### src/sv/butterworth_lowpass_8th_cascade_defines.svh
// Assertion macros for the filter RTL (used by bwlp8_ctrl).
// Both macros sample on clk and are disabled while rst is high.
`ifndef BUTTERWORTH_LOWPASS_8TH_CASCADE_DEFINES_SVH
`define BUTTERWORTH_LOWPASS_8TH_CASCADE_DEFINES_SVH
`ifndef NO_ASSERTIONS
`define BLP_ASSERT_IMP(lbl, ante, cons) \
  lbl: assert property (@(posedge clk) disable iff (rst) (ante) |-> (cons)) \
    else $error("assertion failed: same-cycle implication");
`define BLP_ASSERT_NXT(lbl, ante, cons) \
  lbl: assert property (@(posedge clk) disable iff (rst) (ante) |=> (cons)) \
    else $error("assertion failed: next-cycle implication");
`else
`define BLP_ASSERT_IMP(lbl, ante, cons)
`define BLP_ASSERT_NXT(lbl, ante, cons)
`endif
`endif

### src/sv/bwlp8_pkg.sv
`timescale 1ns / 1ps
`default_nettype none
package bwlp8_pkg;

  localparam int SECTIONS     = 4;
  localparam int CHANNELS_DEF = 4;
  localparam int FUNC_W       = 3;
  localparam int DATA_W       = 32;
  localparam int W_W          = 32;
  localparam int HIST_W       = 41;
  localparam int COEF_W       = 22;
  localparam int OMSQ_W       = 21;
  localparam int LIN_W        = 20;
  localparam int PROD_W       = 66;
  localparam int NUM_W        = 64;
  localparam int QUO_W        = 48;
  localparam int SEC_W        = 2;
  localparam int POLE_W       = 31;
  localparam int SSQ_W        = 32;

  localparam logic [FUNC_W-1:0] FUNC_INIT = '0;

  localparam logic [COEF_W-1:0] Q16_ONE = COEF_W'(65536);
  localparam logic [COEF_W-1:0] Q16_TWO = COEF_W'(131072);

  // pole pair (cj, ck) per section, Q30
  localparam logic [POLE_W-1:0] POLE_Q30 [2*SECTIONS] = '{
    31'd209476615, 31'd1053110197, 31'd596538960, 31'd892783685,
    31'd892783685, 31'd596538960, 31'd1053110197, 31'd209476615
  };

  // cj*cj + ck*ck rounded into Q30
  function automatic logic [SSQ_W-1:0] ssq_q30(input int s);
    longint unsigned cj;
    longint unsigned ck;
    longint unsigned sum;
    cj  = longint'(POLE_Q30[2*s]);
    ck  = longint'(POLE_Q30[2*s+1]);
    sum = cj * cj + ck * ck + (64'd1 << 29);
    return SSQ_W'(sum >> 30);
  endfunction

  localparam logic [SSQ_W-1:0] SSQ_Q30 [SECTIONS] = '{
    ssq_q30(0), ssq_q30(1), ssq_q30(2), ssq_q30(3)
  };

  typedef enum logic [3:0] {
    DP_NOP       = 4'd0,
    DP_LOAD      = 4'd1,
    DP_W2        = 4'd2,
    DP_W2_STORE  = 4'd3,
    DP_LIN       = 4'd4,
    DP_LIN_STORE = 4'd5,
    DP_QUAD      = 4'd6,
    DP_COEF      = 4'd7,
    DP_HREAD     = 4'd8,
    DP_MUL1      = 4'd9,
    DP_MUL2      = 4'd10,
    DP_SUM       = 4'd11,
    DP_WB        = 4'd12,
    DP_OUT       = 4'd13
  } dp_op_t;

  typedef struct packed {
    dp_op_t           op;
    logic [SEC_W-1:0] sec;
  } dp_cmd_t;

  typedef struct packed {
    logic is_init;
    logic is_filt;
    logic div_done;
  } dp_sts_t;

endpackage
`default_nettype wire

### src/sv/bwlp8_ctrl.sv
`timescale 1ns / 1ps
`default_nettype none
`include "butterworth_lowpass_8th_cascade_defines.svh"
module bwlp8_ctrl (
  input  wire logic                clk,
  input  wire logic                rst,
  input  wire logic                s_tvalid,
  output logic                     s_tready,
  output logic                     m_tvalid,
  input  wire logic                m_tready,
  output bwlp8_pkg::dp_cmd_t       cmd,
  input  wire bwlp8_pkg::dp_sts_t  sts
);

  typedef enum logic [14:0] {
    S_IDLE     = 15'h0001,
    S_DISPATCH = 15'h0002,
    S_I_W2     = 15'h0004,
    S_I_W2S    = 15'h0008,
    S_I_LIN    = 15'h0010,
    S_I_LINS   = 15'h0020,
    S_I_QUAD   = 15'h0040,
    S_I_COEF   = 15'h0080,
    S_F_READ   = 15'h0100,
    S_F_MUL1   = 15'h0200,
    S_F_MUL2   = 15'h0400,
    S_F_SUM    = 15'h0800,
    S_F_DIV    = 15'h1000,
    S_F_WB     = 15'h2000,
    S_RESULT   = 15'h4000
  } state_t;

  localparam logic [bwlp8_pkg::SEC_W-1:0] SEC_LAST =
    bwlp8_pkg::SEC_W'(bwlp8_pkg::SECTIONS - 1);

  state_t                        state;
  state_t                        state_next;
  logic [bwlp8_pkg::SEC_W-1:0]   sec;
  logic [bwlp8_pkg::SEC_W-1:0]   sec_next;
  bwlp8_pkg::dp_op_t             op;

  assign s_tready = (state == S_IDLE);
  assign cmd.op   = op;
  assign cmd.sec  = sec;

  always_comb begin
    state_next = state;
    sec_next   = sec;
    op         = bwlp8_pkg::DP_NOP;
    unique case (state)
      S_IDLE: begin
        if (s_tvalid) begin
          op = bwlp8_pkg::DP_LOAD;
          state_next = S_DISPATCH;
        end
      end
      S_DISPATCH: begin
        sec_next = '0;
        if (sts.is_init) begin
          state_next = S_I_W2;
        end else if (sts.is_filt) begin
          state_next = S_F_READ;
        end else begin
          state_next = S_RESULT;
        end
      end
      S_I_W2: begin
        op = bwlp8_pkg::DP_W2;
        state_next = S_I_W2S;
      end
      S_I_W2S: begin
        op = bwlp8_pkg::DP_W2_STORE;
        state_next = S_I_LIN;
      end
      S_I_LIN: begin
        op = bwlp8_pkg::DP_LIN;
        state_next = S_I_LINS;
      end
      S_I_LINS: begin
        op = bwlp8_pkg::DP_LIN_STORE;
        state_next = S_I_QUAD;
      end
      S_I_QUAD: begin
        op = bwlp8_pkg::DP_QUAD;
        state_next = S_I_COEF;
      end
      S_I_COEF: begin
        op = bwlp8_pkg::DP_COEF;
        if (sec == SEC_LAST) begin
          state_next = S_RESULT;
        end else begin
          sec_next = sec + 1'b1;
          state_next = S_I_LIN;
        end
      end
      S_F_READ: begin
        op = bwlp8_pkg::DP_HREAD;
        state_next = S_F_MUL1;
      end
      S_F_MUL1: begin
        op = bwlp8_pkg::DP_MUL1;
        state_next = S_F_MUL2;
      end
      S_F_MUL2: begin
        op = bwlp8_pkg::DP_MUL2;
        state_next = S_F_SUM;
      end
      S_F_SUM: begin
        op = bwlp8_pkg::DP_SUM;
        state_next = S_F_DIV;
      end
      S_F_DIV: begin
        if (sts.div_done) begin
          state_next = S_F_WB;
        end
      end
      S_F_WB: begin
        op = bwlp8_pkg::DP_WB;
        if (sec == SEC_LAST) begin
          state_next = S_RESULT;
        end else begin
          sec_next = sec + 1'b1;
          state_next = S_F_READ;
        end
      end
      S_RESULT: begin
        if (!m_tvalid || m_tready) begin
          op = bwlp8_pkg::DP_OUT;
          state_next = S_IDLE;
        end
      end
      default: begin
        state_next = S_IDLE;
      end
    endcase
  end

  always_ff @(posedge clk) begin
    if (rst) begin
      state    <= S_IDLE;
      sec      <= '0;
      m_tvalid <= 1'b0;
    end else begin
      state <= state_next;
      sec   <= sec_next;
      if (op == bwlp8_pkg::DP_OUT) begin
        m_tvalid <= 1'b1;
      end else if (m_tready) begin
        m_tvalid <= 1'b0;
      end
    end
  end

  `BLP_ASSERT_IMP(a_wb_after_div, state == S_F_WB, $past(state) == S_F_DIV)
  `BLP_ASSERT_NXT(a_out_sets_valid, op == bwlp8_pkg::DP_OUT, m_tvalid)
  `BLP_ASSERT_NXT(a_div_leaves_on_done, state == S_F_DIV && sts.div_done, state == S_F_WB)

endmodule
`default_nettype wire

### config.mk
export PLATFORM = sky130hd
export DESIGN_NAME = bwlp8_ctrl
export DESIGN_NICKNAME = d
export VERILOG_FILES = /design/src/sv/bwlp8_pkg.sv /design/src/sv/bwlp8_ctrl.sv
export VERILOG_INCLUDE_DIRS = /design/src /design/src/sv
export SDC_FILE = /design/constraint.sdc
export NUM_CORES = 1
export LEC_CHECK = 0
export ABC_AREA = 1
export BUFFER_PORTS_ARGS = -buffer_cell sky130_fd_sc_hd__clkbuf_2
export CORE_MARGIN = 4
export CORE_UTILIZATION = 40
export CTS_CLUSTER_SIZE = 20
export DETAILED_ROUTE_END_ITERATION = 10
export PLACE_DENSITY = 0.68
export SYNTH_ARGS = -nofsm -noshare
export SYNTH_HDL_FRONTEND = slang
export SYNTH_SLANG_ARGS = --single-unit
### constraint.sdc
create_clock -name clk -period 1.65 [get_ports clk]
set_input_delay 0 -clock clk [delete_from_list [all_inputs] [get_ports clk]]
set_output_delay 0 -clock clk [all_outputs]
set_load 0.02 [all_outputs]
==> metrics.txt, run 1 <==
logic gate share of total power=70.3%; Synth Warn #=0; Worst R2R Path Depth=10; gp weighted congestion=roughly 0.95; effective utilization at floorplan=41.6%; n_diodes=0; final hold slack=45.5 ps; critical path depth=8; status=finished clean; final core utilization=between 50% and 60%; Final Slew Violations=0; CP peak stage delay=between 300 and 400 ps; Max FO, Critical Path=8; row cnt=19; first-pass GRT wire length=~4500 um; R2R Path End=state[12]; most frequent cells in the layout=nand2_1, nor2_1, inv_1; CP bufs+invs=1; Critical Path AT=between 1500 and 2000 ps; placed cell areas=1260 um^2; Seq/Total Area, Yosys=about a third; switching pwr=approximately 1.8 mW; Clk pin slew, worst setup/hold paths=between 100 and 150 ps; metal1 wirelength=roughly 1300 um; core area=2760 um^2; Sw Share=52.9%; post-route insts no fill=230; Final period util=between 90% and 100%; dpl cells=about 220; Critical Path Slowest Stage Cell=dfxtp_2; largest net degree at the start of global routing=11; Worst EP required=around 1700 ps; Max Buffers Root-to-Sink=2; H-tree depth=1; Hold Path Class=in -> reg; Inserted Clock Buffers=3; nets=approximately 210; VDD IR-drop max=1290 uV; synthesis-to-finish area growth=30.1%; Routed met2 length=approximately 1400 um; FMAX=roughly 0.62 GHz; Multi-input gate area=just under 800 um^2; vias in the first global route=roughly 1,100; setup TNS=0 ps; delay-heaviest family, CP=simple AND/OR/NAND/NOR gates; initial antenna violation count=0; Final HPWL DP=2170 um; RSZ-0062 raised after global routing=yes; # DRC=0; Die Ht=61.5 um; wirelength, routed=~3000 um; Sink Count=18; highest routed metal layer=met4; min-delay src=s_tvalid; Vias=about 1,200; cell area after layout=about 1500 um^2; Hold Path End=state[0]; critical path class=reg -> out; hold path depth=4; P_leak=0.704 nW; Root Driver=clkbuf_4; met3 routed WL=between 150 and 200 um; Mean Syn Cell Area=around 6.7 um^2; post-layout min period=1610 ps; crit start category=flip-flop; Mapped Area=around 1100 um^2; Crit Reg-Reg Startpoint=state[9]; gr ovfl total=0; Yosys reg bits=18; Starting DRT DRC Count=81; Clk network pwr share=between 8 and 9%; PD cells=between 2000 and 2500 nW/um^2; total internal power=approximately 1.6 mW; Slew headroom=84.2%; most common cell after layout, fill and taps aside=nand2_1; part of the power in registers=21.5%; final hold violations=0; kind of end point of the critical path=output pin; number of fill cells in the layout=250; share of layout cells above drive strength 1=35.2%; synth unique cells=19; CP cell instances=nor2_4 -> nand2_4 -> nor2_8 -> nand2_2 -> nand3_1 -> a21oi_1 -> nand4_1 -> buf_4; # setup viols final=0; clk_skew=1.22 ps; clock insertion delay at the later pin of the skew report=300 ps; Port Buffers=14; max_cap viols=0; chip width=around 60 um; CTS tree=done; Post-DRT Antenna Nets=0; GR Util All Layers=16.0%; Mapped Cells=170; routed len/inst=13.0 um; worst reg2reg setup slack=~80 ps; Via-to-Cell Ratio=slightly above 5; 1st-pass router iterations=4; Ports=15; die area=~3800 um^2; syn_nets=about 180; Storage cell area=between 300 and 400 um^2; Worst Max-Slew Pin Slew=roughly 240 ps
state kept, by name, indices dropped and copies added (netlist names):
register  count
state        15
sec           2
m_tvalid      1
timing repair:
action / in CTS / in global routing
gates cloned: 0 / 1
buffers inserted: 1 / 4
hold endpoints to repair: 6 / 0
pin swaps: 1 / 8
setup endpoints to repair: 3 / 16
hold buffers: 5 / 0
gates resized for setup: 7 / 33
kinds of logic (layout without fill, tap and decap cells):
logic type	Yosys count	after routing	share of synthesized area, %
compound gates	16	16	7.31
fa+ha+maj	1	1	1.09
buf+inv	21	49	7.53
flops	18	18	31.4
simple gates	114	115	52.6
worst max path at each step:
| stage | start | endpoint | slack, ps |
|---|---|---|---|
| floorplan | state[10] | state[1] | 350 |
| global placement | state[10] | state[12] | 140 |
| detailed placement | state[8] | state[1] | 100 |
| CTS | state[6] | cmd[3] | -20 |
| global route | state[9] | state[11] | -50 |
| finish | state[9] | cmd[2] | 40 |
worst min-delay path: cells and delay by family:
family                 cells  cell delay [ps]
buffers and inverters      2              180
and+or+nand+nor            2              130
power by group through the flow:
stage	Clock [mW]	Combinational (mW)	Sequential [mW]
6_report	0.286	2.43	0.742
5_1_grt	0.311	2.65	0.762
4_1_cts	0.291	2.10	0.715
3_5_place_dp	0	2.01	0.722
3_3_place_gp	0	1.98	0.712
2_1_floorplan	0	1.59	0.702
through the flow:
step / setup WS [ps] / total power [mW]
2_1_floorplan: 351 / 2.29
3_3_place_gp: 135 / 2.70
3_5_place_dp: 100 / 2.73
4_1_cts: -24.1 / 3.11
5_1_grt: -48.5 / 3.72
6_report: 37.2 / 3.46
synth_stat cells:
| cell type | n | share of area, % |
|---|---|---|
| nand3_1 | 17 | 7.4 |
| nor2_1 | 30 | 9.8 |
| nor2_2 | 3 | 1.6 |
| o21ai_0 | 2 | 0.87 |
| a21oi_1 | 11 | 4.8 |
| inv_1 | 18 | 5.9 |
| ha_1 | 1 | 1.1 |
| nand4_1 | 4 | 2.2 |
| nand2_2 | 1 | 0.55 |
| nor3_1 | 2 | 0.87 |
| nand2_4 | 5 | 4.9 |
| dfxtp_1 | 18 | 31 |
| buf_6 | 1 | 0.98 |
| nor4_2 | 1 | 1.1 |
| nand2_1 | 42 | 14 |
| nor2_4 | 7 | 6.9 |
| inv_2 | 2 | 0.66 |
| nor2_8 | 2 | 3.5 |
| a31oi_1 | 3 | 1.6 |
layout make-up:
| cell class | count | area share [%] |
|---|---|---|
| Inverter | 20 | 5.03 |
| Timing Repair Buffer | 25 | 13.1 |
| Clock buffer | 4 | 2.43 |
| Tap cell | 31 | 2.60 |
| Sequential cell | 18 | 25.2 |
| Multi-Input combinational cell | 132 | 51.7 |
routing by layer:
| metal | global-route usage [%] | up-vias |
|---|---|---|
| met5 | 0 | - |
| met4 | 8.79 | 0 |
| met3 | 2.31 | 6 |
| met2 | 26.5 | 34 |
| met1 | 19.8 | 531 |
| li1 | - | 602 |
Note: power is estimated with default switching activity, not from simulation.
==> run 2, diff against run 1 <==
--- a/config.mk
+++ b/config.mk
@@ -10,7 +10,6 @@
 export BUFFER_PORTS_ARGS = -buffer_cell sky130_fd_sc_hd__clkbuf_2
 export CORE_MARGIN = 4
 export CORE_UTILIZATION = 40
-export CTS_CLUSTER_SIZE = 20
 export DETAILED_ROUTE_END_ITERATION = 10
 export PLACE_DENSITY = 0.68
 export SYNTH_ARGS = -nofsm -noshare
==> constraint.sdc (replaced) <==
create_clock -name clk -period 1.65 [get_ports clk]
set_input_delay 0.165 -clock clk [delete_from_list [all_inputs] [get_ports clk]]
set_output_delay 0.165 -clock clk [all_outputs]
set_load 0.02 [all_outputs]
==> run 2 against run 1 <==
Combinational power is 52% higher; critical path depth stayed put; cell count is 9.6% higher; first-iteration DRC count is 2.5% higher; clock-buffer cell count stayed put; global-route usage is 4.2 points higher; core utilization is 14 points higher; clock power is 5% higher; fmax is 13% lower; via count is 19% higher; largest power group unchanged; the run now ends with negative setup slack left; register-to-register slack worse by 240 ps.
==> metrics.txt, run 2 (same netlist as run 1, synthesis figures left out) <==
n_diodes=0 (unchanged); gp weighted congestion=0.947 (unchanged); clock insertion delay at the later pin of the skew report=320 ps (was 300 ps); chip width=61.5 um (unchanged); number of fill cells in the layout=196 (was 250); Root Driver=clkbuf_4 (unchanged); CTS tree=done (unchanged); Final period util=112% (was 97.7%); kind of end point of the critical path=output pin (unchanged); Via-to-Cell Ratio=5.55 (was 5.10); Die Ht=61.5 um (unchanged); Multi-input gate area=916 um^2 (was 771 um^2); P_leak=0.881 nW (was 0.704 nW); Post-DRT Antenna Nets=0 (unchanged); die area=3790 um^2 (unchanged); most frequent cells in the layout=nand2_1, nor2_1, buf_4 (was nand2_1, nor2_1, inv_1); Max FO, Critical Path=6 (was 8); Worst EP required=1480 ps (was 1650 ps); post-route insts no fill=252 (was 230); pre-CTS WS=100 ps (unchanged); Inserted Clock Buffers=3 (unchanged); H-tree depth=1 (unchanged); GR Util All Layers=20.2% (was 16.0%); Port Buffers=14 (unchanged); # DRC=0 (unchanged); initial antenna violation count=0 (unchanged); final core utilization=68.2% (was 54.1%); VDD IR-drop max=1600 uV (was 1290 uV); Starting DRT DRC Count=83 (was 81); effective utilization at floorplan=41.6% (unchanged); Ports=15 (unchanged); synthesis-to-finish area growth=64.2% (was 30.1%); largest reg by FF count=state (unchanged); Vias=1,398 (was 1,173); setup TNS=-2370 ps (was 0 ps); max_cap viols=0 (unchanged); RSZ-0062 raised after global routing=yes (unchanged); critical path class=reg -> out (unchanged); Hold Path Class=in -> reg (unchanged); Slew headroom=74.3% (was 84.2%); nets=230 (was 208); Critical Path AT=1690 ps (was 1610 ps); vias in the first global route=1,295 (was 1,080); row cnt=19 (unchanged); core area=2760 um^2 (unchanged); Storage cell area=383 um^2 (was 375 um^2); routed len/inst=16.4 um (was 13.0 um); share of layout cells above drive strength 1=57.9% (was 35.2%); Final Slew Violations=0 (unchanged); status=finished with violations (was finished clean); top flop regs=state: 15 flops, sec: 2 flops, m_tvalid: 1 flops (unchanged); # setup viols final=19 (was 0); Max Buffers Root-to-Sink=2 (unchanged); Largest register FFs=15 (unchanged); wirelength, routed=4130 um (was 2990 um); crit start category=flip-flop (unchanged); gr ovfl total=0 (unchanged); largest net degree at the start of global routing=11 (unchanged); 1st-pass router iterations=5 (was 4); Setup WS post-layout=-201 ps (was 37.2 ps); Worst Max-Slew Pin Slew=385 ps (was 236 ps); hold-fix buffers at CTS=0 (was 5); Sink Count=18 (unchanged); post-layout min period=1850 ps (was 1610 ps); dpl cells=215 (unchanged); failing checks=negative setup slack; PD cells=2520 nW/um^2 (was 2320 nW/um^2); final hold violations=0 (unchanged); Clk pin slew, worst setup/hold paths=120 ps (was 110 ps); clk_skew=7.49 ps (was 1.22 ps); FMAX=0.540 GHz (was 0.620 GHz); first-pass GRT wire length=5680 um (was 4530 um); Final HPWL DP=2170 um (unchanged)
-- run 2: changes by cell type in the layout (fill, tap and decap cells not counted), sizes merged --
cell | previous run | this run
nor2 | 43 | 42
dlygate4sd3 | 5 | 0
buf | 10 | 34
clkbuf | 14 | 18
-- run 2: worst max-delay path, cell delays in order, from the launching register on --
cell      delay, ps
dfxtp_2         360
nor2_4          150
nand2_4         100
nor2_8          200
nand2_1         180
nand2_4         120
nor2_2           30
nand2_1          70
clkbuf_8        150
-- run 2: final timing paths --
path | from | endpoint | slack (ps) | cells after the start
min reg2reg | state[13] | state[13] | 500 | 2
min | sts[0] | state[13] | 100 | 3
max | state[7] | cmd[5] | -200 | 8
max reg2reg | state[7] | state[12] | -160 | 11
-- run 2: what timing repair did --
item | in CTS | in global routing
gates cloned | 0 | 1
setup endpoints to repair | 4 | 22
buffers inserted | 25 | 9
gates resized for setup | 45 | 50
pin swaps | 22 | 12
-- run 2: cell type report --
| cell class | count | area share, % |
|---|---|---|
| inverters | 20 | 4.12 |
| well taps | 31 | 2.06 |
| clock buffers | 4 | 1.93 |
| repair buffers | 48 | 22.9 |
| flip-flops and latches | 18 | 20.3 |
| multi-input cells | 131 | 48.7 |
-- run 2: report_power, final --
part	internal (mW)	switching (mW)
combinational	1.64	2.05
sequential	0.602	0.158
clock	0.135	0.164
total	2.37	2.38
-- run 2: through the flow --
stage               total power, mW  area, um^2  hold WS [ps]
global route                   4.99        1880           105
floorplan                      2.29        1150           234
detailed placement             2.73        1260           429
finish                         4.75        1880          97.2
global placement               2.70        1260           419
CTS                            3.61        1620          91.0
-- run 2: per-layer routing --
layer | wire, um | track usage, % | up-vias | share of wire, %
li1 | - | - | 649 | -
met1 | 1660 | 23.4 | 656 | 40
met2 | 2060 | 33.9 | 78 | 50
met3 | 283 | 3.77 | 15 | 6.9
met4 | 130 | 12.4 | 0 | 3.1
met5 | 0 | 0 | - | 0
